===== config.mk =====
export PLATFORM = sky130hd
export DESIGN_NAME = tbp_train
export DESIGN_NICKNAME = d
export VERILOG_FILES = /design/src/rtl/tbp_pkg.sv /design/src/rtl/tbp_train.sv
export SDC_FILE = /design/constraint.sdc
export NUM_CORES = 1
export LEC_CHECK = 0
export ABC_AREA = 0
export BUFFER_PORTS_ARGS = -buffer_cell sky130_fd_sc_hd__buf_2
export CAP_MARGIN = 20
export CORE_AREA = 2 2 39 41
export DETAILED_ROUTE_END_ITERATION = 8
export DIE_AREA = 0 0 41 43
export GPL_ROUTABILITY_DRIVEN = 0
export PLACE_DENSITY = 0.5
export SYNTH_ARGS = -nofsm -noshare
export SYNTH_HDL_FRONTEND = slang
export SYNTH_SLANG_ARGS = --single-unit

===== constraint.sdc =====
create_clock -name vclk -period 0.8
set_input_delay 0.08 -clock vclk [all_inputs]
set_output_delay 0.08 -clock vclk [all_outputs]
set_load 0.1 [all_outputs]

===== src/rtl/tbp_pkg.sv =====
// Shared types, constants and counter helpers for the tournament branch predictor.
// Used by tbp_table, tbp_train and tournament_branch_predictor; depends on nothing.

package tbp_pkg;

  // Default size of the predictor: the gshare table has 2^(BUDGET_LOG-1) entries.
  localparam int BUDGET_LOG_DEFAULT = 13;

  typedef logic [1:0] ctr_t;

  localparam ctr_t CTR_SAT_LOW    = 2'd0;
  localparam ctr_t CTR_TAKEN_WEAK = 2'd2;
  localparam ctr_t CTR_SAT_HIGH   = 2'd3;

  // Counter values read for one branch.
  typedef struct packed {
    ctr_t glob;
    ctr_t loc;
    ctr_t sel;
  } tbp_ctrs_t;

  // Prediction and training outcome for one branch.
  typedef struct packed {
    logic pred;
    logic ok;
    logic use_g;
    ctr_t glob_next;
    ctr_t loc_next;
    ctr_t sel_next;
  } tbp_train_t;

  function automatic ctr_t sat_move(ctr_t v, logic up);
    ctr_t r;
    if (up) begin
      r = (v == CTR_SAT_HIGH) ? CTR_SAT_HIGH : v + 2'd1;
    end else begin
      r = (v == CTR_SAT_LOW) ? CTR_SAT_LOW : v - 2'd1;
    end
    return r;
  endfunction

endpackage


===== src/rtl/tbp_train.sv =====
// Prediction and counter training for one conditional branch.
// Purely combinational; depends on tbp_pkg.

module tbp_train (
  input  tbp_pkg::tbp_ctrs_t ctrs,
  input  logic               actual,
  output tbp_pkg::tbp_train_t res
);

  logic gpred;
  logic bpred;

  always_comb begin
    gpred         = ctrs.glob >= tbp_pkg::CTR_TAKEN_WEAK;
    bpred         = ctrs.loc >= tbp_pkg::CTR_TAKEN_WEAK;
    res.use_g     = ctrs.sel >= tbp_pkg::CTR_TAKEN_WEAK;
    res.pred      = res.use_g ? gpred : bpred;
    res.ok        = res.pred == actual;
    res.glob_next = tbp_pkg::sat_move(ctrs.glob, actual);
    res.loc_next  = tbp_pkg::sat_move(ctrs.loc, actual);
    // The chooser only learns when the two components disagree.
    if (gpred != bpred) begin
      res.sel_next = tbp_pkg::sat_move(ctrs.sel, gpred == actual);
    end else begin
      res.sel_next = ctrs.sel;
    end
  end

endmodule


Yosys cells after proc, flatten, opt, wreduce, memory -nomap -nowiden
Index checks and enable logic that the tools add are counted.
Widths: inputs -> output; s select.
{ "totals": {"reg_bits": 0, "in_bits": 7, "out_inout_bits": 9, "elab_cells": 29} }
{ "op_classes": {"addsub": 6, "magnitude_cmp": 3, "eq_ne": 6, "n_mux": 11, "reduce_logical": 3} }
{ "op_table": {"columns": ["cell", "count"], "rows": [
  ["$mux 2", 10],
  ["$add 2x1->2 const B", 3],
  ["$eq 2x2->1 const B", 3],
  ["$ge 2x2->1 const B", 3],
  ["$logic_not 2->1", 3],
  ["$sub 2x1->2 const B", 3],
  ["$eq 1x1->1", 2],
  ["$mux 1", 1],
  ["$ne 1x1->1", 1]
]} }

Depth between registers and ports, before layout
{ "depth": {"depth_word": 4, "ltp_mapped": 4} }

Worst setup path after synthesis
No wires, ideal clock.
{ "synth_timing": {"kind": "in2out", "startpoint": "input actual", "endpoint": "output res[1] (netlist name)", "arrival_ns": 2.640, "setup_slack_ns": -1.920, "cell_stages": 4, "n_path_buf": 1, "path_cell_list": "buf_6 > nor2_1 > o22ai_1 > a211oi_1"} }
{ "synth_lines": {"columns": ["item", "line_no", "rtl"], "rows": [
  ["from (decl)", "tbp_train.sv:6", "input logic actual,"],
  ["to (decl)", "tbp_train.sv:7", "output tbp_pkg::tbp_train_t res"]
]} }

==> impl_metrics.prom <==
# TYPE chip_impl_metric gauge
chip_impl_metric{name="maxClockFrequency",unit="MHz"} 883
chip_impl_metric{name="timing.critical_path.fanout_max",unit=""} 7
chip_impl_metric{name="synth.yosys.seq_area_share",unit="%"} 0
chip_impl_metric{name="comb_power_share",unit="%"} 100.0
chip_impl_metric{name="n_clock_buffer",unit=""} 0
chip_impl_metric{name="hold_violations",unit=""} 0
chip_impl_metric{name="drive_gt1_share",unit="%"} 83.3
chip_impl_info{name="leading_cell_type_in_the_layout_fill_and_taps_excluded",value="sky130_fd_sc_hd__buf_4"} 1
chip_impl_info{name="cp-end-kind",value="output pin"} 1
chip_impl_metric{name="drtIter0Drc",unit=""} 2
chip_impl_metric{name="stdcell_area",unit="sq um"} 724
chip_impl_metric{name="final-setup-viol-count",unit=""} 8
chip_impl_metric{name="wl_per_cell",unit="microns"} 9.96
chip_impl_metric{name="drt_pass1_iterations",unit=""} 4
chip_impl_metric{name="avgViaCountPerCell",unit=""} 4.24
chip_impl_metric{name="grt_max_degree",unit=""} 9
chip_impl_metric{name="post_synth.cell_area_avg",unit="sq um"} 7.51
chip_impl_metric{name="power.sequential.fraction",unit="%"} 0
chip_impl_metric{name="io_pins",unit=""} 16
chip_impl_metric{name="switching_power",unit="W"} 0.000442
chip_impl_metric{name="areaGrowthSynthToFinish",unit="%"} 233
chip_impl_metric{name="floorplan.die.width",unit="microns"} 41
chip_impl_metric{name="hold-worst-slack",unit="ps"} 529
chip_impl_metric{name="power_density",unit="mW/mm^2"} 1090
chip_impl_info{name="worstHoldStart",value="ctrs[1]"} 1
chip_impl_metric{name="port_buffers",unit=""} 16
chip_impl_metric{name="post_detailed_route_count_of_antenna_violating_nets",unit=""} 0
chip_impl_info{name="setup_repair_after_global_routing_missed_its_margin",value="true"} 1
chip_impl_metric{name="initial_core_utilization",unit="%"} 15.7
chip_impl_metric{name="fp.coreArea",unit="sq mm"} 0.00138
chip_impl_metric{name="p_int",unit="W"} 0.000346
chip_impl_info{name="worstSetupStartpointType",value="primary input"} 1
chip_impl_metric{name="slew_at_the_pin_closest_to_its_max_slew_limit",unit="ps"} 291
chip_impl_info{name="holdPathEnd",value="res[6]"} 1
chip_impl_metric{name="drc",unit=""} 0
chip_impl_metric{name="rows",unit=""} 14
chip_impl_metric{name="detailed_place_hpwl",unit="microns"} 543
chip_impl_metric{name="final_max_slew_viol_count",unit=""} 0
chip_impl_metric{name="wirelength",unit="microns"} 757
chip_impl_metric{name="clockPowerShare",unit="%"} 0
chip_impl_metric{name="global_route.overflow_total",unit=""} 0
chip_impl_metric{name="layout.sequential_cells",unit=""} 0
chip_impl_metric{name="p_leak",unit="nW"} 0.326
chip_impl_metric{name="ys.warnings.count",unit=""} 0
chip_impl_metric{name="number_of_global_route_vias_before_repair",unit=""} 270
chip_impl_metric{name="netlist_instances",unit=""} 29
chip_impl_metric{name="num-nets-final",unit=""} 69
chip_impl_metric{name="grt_first_pass_wirelength",unit="microns"} 1150
chip_impl_metric{name="min_period_over_period",unit="%"} 141
chip_impl_metric{name="seq_area",unit="sq um"} 0
chip_impl_info{name="run_status",value="finished, violations left"} 1
chip_impl_metric{name="num_antenna_cells",unit=""} 0
chip_impl_metric{name="final_core_utilization",unit="%"} 52.4
chip_impl_metric{name="synthesis.area",unit="sq um"} 218
chip_impl_metric{name="detailroute.via_count",unit=""} 322
chip_impl_metric{name="grt_antenna_before_repair",unit=""} 0
chip_impl_info{name="mostFrequentLayoutCells",value="sky130_fd_sc_hd__buf_4, sky130_fd_sc_hd__buf_12, sky130_fd_sc_hd__buf_6"} 1
chip_impl_metric{name="ir_drop",unit="mV"} 0.518
chip_impl_metric{name="floorplan.die.height",unit="microns"} 43
chip_impl_metric{name="worstPathRequired",unit="ps"} 720
chip_impl_metric{name="yosys.cell_types.count",unit=""} 20
chip_impl_metric{name="post-route-min-period",unit="ps"} 1130
chip_impl_metric{name="worst_hold_path.num_cells",unit=""} 3
chip_impl_metric{name="syn-num-nets",unit=""} 36
chip_impl_metric{name="cts_hold_buf",unit=""} 0
chip_impl_metric{name="fin_tns_setup",unit="ps"} -1840
chip_impl_metric{name="floorplan.die_area",unit="sq mm"} 0.00176
chip_impl_metric{name="placed_area",unit="sq um"} 577
chip_impl_metric{name="filler_cell_count",unit=""} 123
chip_impl_metric{name="layout_setup_ws",unit="ps"} -332
chip_impl_metric{name="worstPathArrival",unit="ps"} 1050
chip_impl_metric{name="timing.slew.headroom",unit="%"} 80.6
chip_impl_metric{name="netSwitchingFraction",unit="%"} 56.1
chip_impl_info{name="timing.setup.critical_path_class",value="primary input to output pin"} 1
chip_impl_info{name="worst_hold_path_type",value="primary input to output pin"} 1
chip_impl_metric{name="post-place-ws",unit="ps"} -465
chip_impl_info{name="violations",value="negative setup slack"} 1
chip_impl_metric{name="maxCapViolations",unit=""} 0
chip_impl_metric{name="grt_usage",unit="%"} 9.02
cells by family after synthesis:
family	synth area share (%)
and+or+nand+nor	29.9
muxes	5.17
xor gates and xnor gates	4.02
adders and majority gates	18.4
AOI/OAI and AO/OA	25.3
buffers and inverters	17.2
how the worst max path moves through the flow:
stage,cells after the start,to,slack [ps],startpoint
finish,5,res[0],-330,actual
detailed placement,5,res[1],-460,ctrs[5]
global placement,5,res[1],-440,ctrs[5]
floorplan,4,res[1],-540,ctrs[5]
global route,5,res[0],-350,actual
CTS,5,res[0],-380,actual
cell usage after synthesis, types with 2 or more instances:
master	n	area, sq um
sky130_fd_sc_hd__buf_6	2	22.5
sky130_fd_sc_hd__a21oi_1	2	10.0
sky130_fd_sc_hd__nor2_1	2	7.51
sky130_fd_sc_hd__maj3_1	4	40.0
sky130_fd_sc_hd__inv_1	3	11.3
sky130_fd_sc_hd__a211oi_1	2	15.0
power by group through the flow:
stage	Sequential [W]	Combinational [W]	Clock (W)
after floorplan	0	0.000455	0
after global placement	0	0.000692	0
after detailed placement	0	0.000695	0
after CTS	0	0.000779	0
after global routing	0	0.000813	0
final	0	0.000788	0
what timing repair did:
| item | 4_1_cts | 5_1_grt |
|---|---|---|
| gates cloned | 0 | 0 |
| gates resized for setup | 26 | 4 |
| pin swaps | 8 | 2 |
| setup endpoints to repair | 8 | 8 |
| setup buffers | 6 | 0 |
| hold endpoints to repair | 0 | 0 |
cell type report:
type	count	area [sq um]	area share (%)
inverters	3	11.3	1.55
repair buffers	34	420	58.0
multi-input cells	23	273	37.7
well taps	16	20.0	2.76
metrics by stage:
step,total power [W],cells
after detailed placement,0.000695,70
after global placement,0.000692,70
after CTS,0.000779,76
final,0.000788,76
after floorplan,0.000455,29
after global routing,0.000813,76
metal layers:
| layer | global-route usage, % | routed length [microns] | vias up |
|---|---|---|---|
| met4 | 0 | 0 | 0 |
| li1 | - | - | 165 |
| met3 | 0 | 34 | 0 |
| met5 | 0 | 0 | - |
| met2 | 15.6 | 409 | 10 |
| met1 | 12.8 | 313 | 147 |
critical path: stages:
cell	delay (ps)
sky130_fd_sc_hd__buf_8	100
sky130_fd_sc_hd__or2_4	250
sky130_fd_sc_hd__a311oi_2	280
sky130_fd_sc_hd__o2bb2ai_4	160
sky130_fd_sc_hd__buf_12	190
(Power assumes the default switching activity.)
